### config.mk
export PLATFORM = sky130hd
export DESIGN_NAME = longest_increasing_subsequence_flat
export DESIGN_NICKNAME = d
export VERILOG_FILES = /design/src/sv/lis_pkg.sv /design/src/sv/lis_in_if.sv /design/src/sv/lis_out_if.sv /design/src/sv/lis_ctrl.sv /design/src/sv/lis_dp.sv /design/src/sv/longest_increasing_subsequence.sv /design/src/flat_wrapper.sv
export VERILOG_INCLUDE_DIRS = /design/src /design/src/sv
export SDC_FILE = /design/constraint.sdc
export NUM_CORES = 2
export LEC_CHECK = 0
export BUFFER_PORTS_ARGS = -buffer_cell sky130_fd_sc_hd__buf_2
export CELL_PAD_IN_SITES_DETAIL_PLACEMENT = 1
export CELL_PAD_IN_SITES_GLOBAL_PLACEMENT = 1
export CORE_MARGIN = 1.5
export CORE_UTILIZATION = 58
export CTS_BUF_LIST = sky130_fd_sc_hd__clkbuf_4
export DETAILED_ROUTE_END_ITERATION = 6
export PLACE_DENSITY = 0.8
export SYNTH_ARGS = -nofsm -noshare
export SYNTH_HDL_FRONTEND = slang
export SYNTH_SLANG_ARGS = --single-unit
### constraint.sdc
create_clock -name clk -period 7.6 [get_ports clk]
set_input_delay 0.38 -clock clk [delete_from_list [all_inputs] [get_ports clk]]
set_output_delay 0.38 -clock clk [all_outputs]
set_load 0.01 [all_outputs]
### src/sv/assert_macros.svh
// Assertion macros for the RTL files of the LIS block.
// Depends on nothing; included by the files that carry assertions.
`ifndef ASSERT_MACROS_SVH
`define ASSERT_MACROS_SVH
`ifndef SYNTHESIS
// property that must hold at every clock outside reset
`define ASSERT_AT(lbl, clk, rstn, prop) \
	lbl: assert property (@(posedge clk) disable iff (!rstn) prop) \
		else $error("assertion failed");
// condition that must never be seen outside reset
`define ASSERT_NEVER(lbl, clk, rstn, expr) \
	lbl: assert property (@(posedge clk) disable iff (!rstn) !(expr)) \
		else $error("forbidden condition seen");
`else
`define ASSERT_AT(lbl, clk, rstn, prop)
`define ASSERT_NEVER(lbl, clk, rstn, expr)
`endif
`endif

### src/sv/lis_pkg.sv
// Package of the LIS block: widths, defaults and controller/datapath structs.
// Depends on nothing; used by the interfaces and all modules.
package lis_pkg;

	localparam int DATA_W    = 32;
	localparam int MAX_N_DEF = 32;

	// commands from controller to datapath
	typedef struct packed {
		logic load;        // take an input word
		logic scan;        // walk stored entries 0 .. count-1
		logic find_mode;   // walk picks the longest run instead of extending
		logic store;       // write new entry and restart counters
		logic trace_init;  // latch answer length and chain end
		logic trace_rd;    // read entry at chain position
		logic trace_wr;    // write answer slot, step to predecessor
		logic len_out;     // load length word into output register
		logic emit_rd;     // read answer slot
		logic emit_wr;     // load element word into output register
	} cmd_t;

	// status from datapath to controller
	typedef struct packed {
		logic full;
		logic last;
		logic scan_done;
		logic trace_done;
		logic emit_done;
		logic out_free;
	} status_t;

endpackage

### src/sv/lis_in_if.sv
// Input channel of the LIS block: one sequence element per word.
// Depends on lis_pkg.
interface lis_in_if;
	logic                               valid;
	logic                               ready;
	logic signed [lis_pkg::DATA_W-1:0]  value;
	logic                               is_last;

	modport source (output valid, output value, output is_last, input ready);
	modport sink (input valid, input value, input is_last, output ready);
endinterface

### src/sv/lis_out_if.sv
// Output channel of the LIS block: length word, then subsequence words.
// Depends on lis_pkg.
interface lis_out_if;
	logic                               valid;
	logic                               ready;
	logic                               kind;
	logic signed [lis_pkg::DATA_W-1:0]  data;
	logic                               end_of_answer;

	modport source (output valid, output kind, output data, output end_of_answer, input ready);
	modport sink (input valid, input kind, input data, input end_of_answer, output ready);
endinterface

### src/sv/lis_ctrl.sv
// Controller of the LIS block: sequences load, scan, max search, trace, emit.
// Depends on lis_pkg (cmd_t, status_t).
module lis_ctrl (
	input  logic             clk,
	input  logic             arst_n,
	input  logic             in_valid,
	input  logic             in_last,
	output logic             in_ready,
	input  lis_pkg::status_t st,
	output lis_pkg::cmd_t    cmd
);

	typedef enum logic [7:0] {
		S_IDLE     = 8'b0000_0001,
		S_SCAN     = 8'b0000_0010,
		S_FIND     = 8'b0000_0100,
		S_TRACE_RD = 8'b0000_1000,
		S_TRACE_WR = 8'b0001_0000,
		S_EMIT_LEN = 8'b0010_0000,
		S_EMIT_RD  = 8'b0100_0000,
		S_EMIT_WR  = 8'b1000_0000
	} state_t;

	state_t state_q, state_nxt;

	// state register
	always_ff @(posedge clk or negedge arst_n) begin
		if (!arst_n) begin
			state_q <= S_IDLE;
		end else begin
			state_q <= state_nxt;
		end
	end

	// next state and commands
	always_comb begin
		state_nxt = state_q;
		cmd       = '0;
		in_ready  = 1'b0;
		unique case (state_q)
			S_IDLE: begin
				in_ready = 1'b1;
				if (in_valid) begin
					cmd.load = 1'b1;
					if (!st.full) begin
						state_nxt = S_SCAN;
					end else if (in_last) begin
						state_nxt = S_FIND;
					end
				end
			end
			S_SCAN: begin
				cmd.scan = 1'b1;
				if (st.scan_done) begin
					cmd.store = 1'b1;
					state_nxt = st.last ? S_FIND : S_IDLE;
				end
			end
			S_FIND: begin
				cmd.scan      = 1'b1;
				cmd.find_mode = 1'b1;
				if (st.scan_done) begin
					cmd.trace_init = 1'b1;
					state_nxt      = S_TRACE_RD;
				end
			end
			S_TRACE_RD: begin
				cmd.trace_rd = 1'b1;
				state_nxt    = S_TRACE_WR;
			end
			S_TRACE_WR: begin
				cmd.trace_wr = 1'b1;
				state_nxt    = st.trace_done ? S_EMIT_LEN : S_TRACE_RD;
			end
			S_EMIT_LEN: begin
				if (st.out_free) begin
					cmd.len_out = 1'b1;
					state_nxt   = S_EMIT_RD;
				end
			end
			S_EMIT_RD: begin
				cmd.emit_rd = 1'b1;
				state_nxt   = S_EMIT_WR;
			end
			S_EMIT_WR: begin
				if (st.out_free) begin
					cmd.emit_wr = 1'b1;
					state_nxt   = st.emit_done ? S_IDLE : S_EMIT_RD;
				end
			end
			default: begin
				state_nxt = S_IDLE;
			end
		endcase
	end

endmodule

### src/sv/lis_dp.sv
// Datapath of the LIS block: element/length/predecessor/answer memories,
// scan compare unit, counters and the output register. Depends on lis_pkg.
`include "assert_macros.svh"
module lis_dp #(
	parameter int MAX_N = lis_pkg::MAX_N_DEF
) (
	input  logic                               clk,
	input  logic                               arst_n,
	input  lis_pkg::cmd_t                      cmd,
	output lis_pkg::status_t                   st,
	input  logic signed [lis_pkg::DATA_W-1:0]  in_value,
	input  logic                               in_last,
	input  logic                               out_ready,
	output logic                               out_valid,
	output logic                               out_kind,
	output logic signed [lis_pkg::DATA_W-1:0]  out_data,
	output logic                               out_eoa
);

	localparam int DW = lis_pkg::DATA_W;
	localparam int CW = $clog2(MAX_N + 1);
	localparam int IW = (MAX_N > 1) ? $clog2(MAX_N) : 1;

	// storage
	logic [DW-1:0] elem_mem [MAX_N];
	logic [CW-1:0] blen_mem [MAX_N];
	logic [IW-1:0] pred_mem [MAX_N];
	logic [DW-1:0] ans_mem  [MAX_N];

	logic [DW-1:0] elem_rd_q;
	logic [CW-1:0] blen_rd_q;
	logic [IW-1:0] pred_rd_q;
	logic [DW-1:0] ans_rd_q;

	logic signed [DW-1:0] val_q;
	logic                 last_q;
	logic [CW-1:0]        cnt_q;
	logic [CW-1:0]        idx_q;
	logic [CW-1:0]        len_q;
	logic [CW-1:0]        k_q;
	logic [IW-1:0]        pre_q;
	logic                 rd_vld_s1;
	logic [CW-1:0]        rd_idx_s1;
	logic                 out_valid_q;
	logic                 out_kind_q;
	logic signed [DW-1:0] out_data_q;
	logic                 out_eoa_q;

	logic          scan_issue;
	logic [IW-1:0] rd_addr;
	logic [CW-1:0] t_m1;
	logic          elem_lt;
	logic          take;
	logic [CW-1:0] new_len;
	logic          out_load;

	assign scan_issue = cmd.scan && (idx_q < cnt_q);
	assign rd_addr    = cmd.trace_rd ? pre_q : idx_q[IW-1:0];
	assign t_m1       = idx_q - CW'(1);

	// compare unit: extend a run (scan) or pick the longest run (find)
	assign elem_lt = $signed(elem_rd_q) < val_q;
	assign take    = rd_vld_s1 && (cmd.find_mode ? (blen_rd_q > len_q)
	                                             : (elem_lt && (blen_rd_q >= len_q)));
	assign new_len = cmd.find_mode ? blen_rd_q : blen_rd_q + CW'(1);

	// memories, registered reads
	always_ff @(posedge clk) begin
		if (cmd.store) begin
			elem_mem[cnt_q[IW-1:0]] <= val_q;
			blen_mem[cnt_q[IW-1:0]] <= len_q;
			pred_mem[cnt_q[IW-1:0]] <= pre_q;
		end
		if (scan_issue || cmd.trace_rd) begin
			elem_rd_q <= elem_mem[rd_addr];
			blen_rd_q <= blen_mem[rd_addr];
			pred_rd_q <= pred_mem[rd_addr];
		end
		if (cmd.trace_wr) begin
			ans_mem[t_m1[IW-1:0]] <= elem_rd_q;
		end
		if (cmd.emit_rd) begin
			ans_rd_q <= ans_mem[idx_q[IW-1:0]];
		end
	end

	// input word latch
	always_ff @(posedge clk) begin
		if (cmd.load) begin
			val_q <= in_value;
		end
	end

	// counters, run length, chain position
	always_ff @(posedge clk or negedge arst_n) begin
		if (!arst_n) begin
			cnt_q     <= '0;
			idx_q     <= '0;
			len_q     <= '0;
			k_q       <= '0;
			pre_q     <= '0;
			last_q    <= 1'b0;
			rd_vld_s1 <= 1'b0;
			rd_idx_s1 <= '0;
		end else begin
			rd_vld_s1 <= scan_issue;
			rd_idx_s1 <= idx_q;
			if (cmd.load) begin
				last_q <= in_last;
			end
			if (cmd.store) begin
				cnt_q <= cnt_q + CW'(1);
			end else if (cmd.trace_init) begin
				cnt_q <= '0;
			end
			if (cmd.load || cmd.store) begin
				idx_q <= '0;
				len_q <= CW'(1);
				pre_q <= '0;
			end else if (cmd.trace_init) begin
				k_q   <= len_q;
				idx_q <= len_q;
			end else if (cmd.trace_wr) begin
				pre_q <= pred_rd_q;
				idx_q <= t_m1;
			end else if (cmd.len_out) begin
				idx_q <= '0;
			end else if (cmd.emit_wr) begin
				idx_q <= idx_q + CW'(1);
			end else begin
				if (scan_issue) begin
					idx_q <= idx_q + CW'(1);
				end
				if (take) begin
					len_q <= new_len;
					pre_q <= rd_idx_s1[IW-1:0];
				end
			end
		end
	end

	// output register
	assign out_load = cmd.len_out || cmd.emit_wr;

	always_ff @(posedge clk or negedge arst_n) begin
		if (!arst_n) begin
			out_valid_q <= 1'b0;
		end else if (out_load) begin
			out_valid_q <= 1'b1;
		end else if (out_ready) begin
			out_valid_q <= 1'b0;
		end
	end

	always_ff @(posedge clk) begin
		if (cmd.len_out) begin
			out_kind_q <= 1'b0;
			out_data_q <= DW'(k_q);
			out_eoa_q  <= 1'b0;
		end else if (cmd.emit_wr) begin
			out_kind_q <= 1'b1;
			out_data_q <= ans_rd_q;
			out_eoa_q  <= st.emit_done;
		end
	end

	assign out_valid = out_valid_q;
	assign out_kind  = out_kind_q;
	assign out_data  = out_data_q;
	assign out_eoa   = out_eoa_q;

	// status
	assign st.full       = cnt_q >= CW'(MAX_N);
	assign st.last       = last_q;
	assign st.scan_done  = (idx_q == cnt_q) && !rd_vld_s1;
	assign st.trace_done = idx_q == CW'(1);
	assign st.emit_done  = idx_q == (k_q - CW'(1));
	assign st.out_free   = !out_valid_q || out_ready;

	`ASSERT_NEVER(a_cnt_bound, clk, arst_n, cnt_q > CW'(MAX_N))
	`ASSERT_NEVER(a_rd_in_range, clk, arst_n, rd_vld_s1 && (rd_idx_s1 >= cnt_q))
	`ASSERT_AT(a_len_nonzero, clk, arst_n, cmd.len_out |-> (k_q != '0))
	`ASSERT_AT(a_load_free, clk, arst_n, out_load |-> st.out_free)

endmodule

### src/sv/longest_increasing_subsequence.sv
// Top level of the LIS block: controller plus datapath behind two channels.
// Depends on lis_pkg, lis_in_if, lis_out_if, lis_ctrl, lis_dp.
//
//   channel  dir  word                          handshake
//   item     in   value, is_last                valid/ready
//   result   out  kind, data, end_of_answer     valid/ready
//
// An element is accepted, then every stored element is read in turn on the single
// memory read port, and the new entry is written once the last read returns. The
// marked last element is followed by a max search, a traceback of the answer and
// output of the length and answer words, which can stall on output back-pressure.
// Reset clears the count and the controller; the memories need no clearing.
// Input waits while an answer is built or emitted; the last word may sit in
// the output register while the next sequence loads.
module longest_increasing_subsequence #(
	parameter int MAX_N = lis_pkg::MAX_N_DEF
) (
	input  logic      clk,
	input  logic      arst_n,
	lis_in_if.sink    item,
	lis_out_if.source result
);

	lis_pkg::cmd_t    cmd;
	lis_pkg::status_t st;

	lis_ctrl u_ctrl (
		.clk      (clk),
		.arst_n   (arst_n),
		.in_valid (item.valid),
		.in_last  (item.is_last),
		.in_ready (item.ready),
		.st       (st),
		.cmd      (cmd)
	);

	lis_dp #(
		.MAX_N (MAX_N)
	) u_dp (
		.clk       (clk),
		.arst_n    (arst_n),
		.cmd       (cmd),
		.st        (st),
		.in_value  (item.value),
		.in_last   (item.is_last),
		.out_ready (result.ready),
		.out_valid (result.valid),
		.out_kind  (result.kind),
		.out_data  (result.data),
		.out_eoa   (result.end_of_answer)
	);

endmodule
### src/flat_wrapper.sv
// flat-port wrapper written by rule: the top's interface ports become plain ports
module longest_increasing_subsequence_flat 
#(
	parameter int MAX_N = lis_pkg::MAX_N_DEF
)
  (clk, arst_n, item_valid, item_value, item_is_last, item_ready, result_valid, result_kind, result_data, result_end_of_answer, result_ready);
  lis_in_if item_i ();
  lis_out_if result_i ();
  input  logic clk;
  input  logic arst_n;
  input wire logic [$bits(item_i.valid)-1:0] item_valid;
  input wire logic [$bits(item_i.value)-1:0] item_value;
  input wire logic [$bits(item_i.is_last)-1:0] item_is_last;
  output wire logic [$bits(item_i.ready)-1:0] item_ready;
  output wire logic [$bits(result_i.valid)-1:0] result_valid;
  output wire logic [$bits(result_i.kind)-1:0] result_kind;
  output wire logic [$bits(result_i.data)-1:0] result_data;
  output wire logic [$bits(result_i.end_of_answer)-1:0] result_end_of_answer;
  input wire logic [$bits(result_i.ready)-1:0] result_ready;
  assign item_i.valid = item_valid;
  assign item_i.value = item_value;
  assign item_i.is_last = item_is_last;
  assign item_ready = item_i.ready;
  assign result_valid = result_i.valid;
  assign result_kind = result_i.kind;
  assign result_data = result_i.data;
  assign result_end_of_answer = result_i.end_of_answer;
  assign result_i.ready = result_ready;
  longest_increasing_subsequence #(.MAX_N(MAX_N)) u_core (.clk(clk), .arst_n(arst_n), .item(item_i), .result(result_i));
endmodule
==> run metrics <==
run status=complete, no violations; area of the die=174000 um2; worst vdd ir=about 250 uV; # setup viols final=0; Syn Inst Count=slightly above 5000; CTS-repair resized insts=0; Routed Antenna Nets=0; clock skew=about 0.12 ns; number of synthesized register bits=between 2000 and 3000; Syn. warnings=0; delay-heaviest family, CP=simple AND/OR/NAND/NOR gates; Worst Path Buf+Inv=2; Min Hold Slack=~0.10 ns; Clock H-tree levels=6; post-synthesis simple-gate area fraction=under 10%; Pwr Density=roughly 350 nW/um2; Worst path depth=9; Max FO, Critical Path=58; utilization after layout=approximately two thirds; DRC=0; mux share of post-synthesis cell area=between 10% and 20%; clock slew at reported path FFs=approximately 0.07 ns; Final GP Congestion=approximately 0.81; dpl ws=~2.3 ns; largest family of logic cells by synthesized area=multiplexers; Final nets=5939; post-synthesis compound-gate area fraction=2.64%; pin count of the biggest net entering global routing=roughly 130; total nets after synthesis=about 5300; post-synthesis cell area=99400 um2; all-layer global routing usage=about 33%; vias in the first global route=roughly 60000; WL final=approximately 290 mm; Leak=about 37 nW; global-route wire length before repair=a little over 400 mm; Worst Setup Start Kind=flip-flop; Initial Util=about three fifths; CTS Sinks=about 2600; # IOs=73; CTS Root Cell=clkbuf_4; Post-Synth XOR/XNOR Area=less than 1%; TritonCTS buffer count=approximately 650; core area=around 170000 um2; Post-synth ARST share=1.74%; Longest Clk Path Bufs=4; Max stage delay on crit path=0.83 ns; Slew @ Worst Pin=1.48 ns; CTS tree=done; initial antenna violation count=10; vias per std cell=between 6 and 7; drt pass-1 iters=6; Hold Fails Final Rpt=0; via count=56800; DP HPWL=roughly 150 mm; Critical Path AT=between 6 and 7 ns; Critical Path RT=approximately 8.8 ns; RSZ-0062 raised after global routing=false; initial DRC count=~7300; die height=417 um; syn_area_per_cell=slightly below 20 um2; Synth Area in Adders=less than 1%; max cap viols=0; post-synthesis to final-layout area growth=12.6%; Most used DFF post-synth=edfxtp_1; Worst Hold Class=input pin to flip-flop; FF-to-FF path depth=9; Post-CTS Setup Repair Bufs=0; IO Port Bufs=72; Synth cell types=68; layout cells sized above 1=between 20% and 30%; Rel. slew slack=under 10%; worst hold path depth=5; Tmin final=roughly 5.3 ns; sequential fraction of the synthesis area=77.6%; Avg WL per Cell=between 30 and 40 um; FMAX=0.189 GHz; Slowest-stage cell, CP=buf_4; Slew Limit Fails=0; grt ovf=0; Final WS setup=2.32 ns; Worst-Skew Late Latency=1.48 ns; critical path class=flip-flop to flip-flop; die width=between 400 and 500 um; Setup crit end kind=flip-flop; Post-synth EDFFs=approximately 2500; crit-path cells=or4_1 > or4_4 > inv_2 > mux2i_4 > buf_4 > mux4_2 > o2111a_1 > a221oi_1 > nand3_1; part of the cycle the worst path needs=a little over two thirds; row count=151; setup_tns=0 ns; total power draw=between 30 and 40 mW
## per-stage QoR
stage | std cells | cell area (um2)
after global placement | 7339 | 103000
after floorplan | 5162 | 99400
after CTS | 8489 | 112000
final | 8501 | 112000
after detailed placement | 7339 | 103000
after global routing | 8501 | 112000
## placed cells by master, fill, tap and decap left out, drive strengths merged, types with 4 or more instances in the layout
master,instances
a211oi,4
a21o,5
a21oi,29
a221oi,40
a22o,30
a22oi,6
a31oi,16
a32oi,9
and2,4
and3,21
buf,240
bufinv,5
clkbuf,940
clkinv,120
dfrtp,44
dfxtp,28
diode,11
dlygate4sd3,73
edfxtp,2513
ha,56
inv,68
mux2,19
mux2i,10
mux4,511
nand2,778
nand2b,10
nand3,327
nand4,19
nor2,98
nor2b,7
nor3,18
o2111a,38
o2111ai,88
o21ai,38
xnor2,5
xor2,7
## worst min-delay path, stage by stage
cell and delay (ns):
dlygate4sd3_1 0.52, buf_2 0.11, o21ai_0 0.06, a21o_1 0.26, nor2_1 0.12
## power by group
group	switching [mW]	total (mW)	internal (mW)
combinational	6.22	10.3	4.03
sequential	0.771	17.7	16.9
clock	5.66	11.5	5.80
total	12.6	39.4	26.8
## timing repair
action | in CTS | in global routing
hold endpoints to repair | 143 | 0
hold buffers | 73 | 0
endpoints found under the setup margin | 0 | 0
## metal layers
metal | up-vias | wire [um] | part of all wire, % | GRT usage (%)
met5 | - | 10 | 0.0035 | 0
met4 | 2 | 13500 | 4.7 | 15.9
met3 | 836 | 27100 | 9.4 | 6.34
met2 | 3850 | 146000 | 51 | 56.1
met1 | 29600 | 101000 | 35 | 42.5
li1 | 22500 | - | - | -
## Yosys cell counts, drive strengths merged (7+ instances only)
library cell	instances	area (um2)
a21oi	29	145
a221oi	40	350
a22o	30	263
a31oi	16	100
a32oi	9	78.8
and3	21	131
buf	103	516
clkbuf	177	664
dfrtp	44	1100
dfxtp	28	561
edfxtp	2513	75500
ha	56	701
inv	56	210
mux2	19	214
mux2i	10	100
mux4	511	11500
nand2	778	2920
nand2b	10	62.6
nand3	327	1640
nand4	19	119
nor2	98	368
nor2b	7	43.8
nor3	18	90.1
o2111a	38	428
o2111ai	88	771
o21ai	38	190
xor2	7	61.3
## registers in the layout, indices dropped and copies added, names as in the netlist, 8 cells and up
signal                 cells
u_core.u_ctrl.state_q      8
u_core.u_dp.blen_mem     192
u_core.u_dp.elem_rd_q     32
u_core.u_dp.ans_rd_q      32
u_core.u_dp.elem_mem    1024
u_core.u_dp.ans_mem     1024
u_core.u_dp.out_data      32
u_core.u_dp.val_q         32
u_core.u_dp.pred_mem     160
## area by class of cell
| class | count | area, um2 |
|---|---|---|
| clock buffer | 940 | 7060 |
| antenna | 11 | 27.5 |
| tap | 2218 | 2780 |
| inverter | 57 | 214 |
| multi-input combinational | 2239 | 21500 |
| clock inverter | 137 | 667 |
| sequential | 2586 | 77200 |
| fill | 14200 | 58000 |
| timing repair buffer | 313 | 2460 |
## cell families after synthesis
family,count (synthesis)
fa+ha+maj,56
compound gates,325
buf+inv,337
xor+xnor,12
flops,2586
mux,540
simple gates,1306
## final timing paths
check / slack [ns] / endpoint / start
worst max-delay path: 2.32 / u_core.u_dp.elem_rd_q[1]$_DFFE_PP_ / u_core.u_ctrl.state_q[1]$_DFFE_PN0P_
worst min-delay path: 0.10 / u_core.u_ctrl.state_q[6]$_DFFE_PN0P_ / item_is_last
worst max register to register: 2.32 / u_core.u_dp.elem_rd_q[1]$_DFFE_PP_ / u_core.u_ctrl.state_q[1]$_DFFE_PN0P_
worst min register to register: 0.45 / u_core.u_dp.out_kind$_SDFFE_PP0P_ / u_core.u_dp.out_kind$_SDFFE_PP0P_
max in group asynchronous: 6.95 / u_core.u_dp.idx_q[1]$_DFFE_PN0P_ / arst_n
min in group asynchronous: 0.12 / u_core.u_dp.cnt_q[1]$_DFFE_PN0P_ / arst_n
Note: power is estimated with default switching activity, not from simulation.
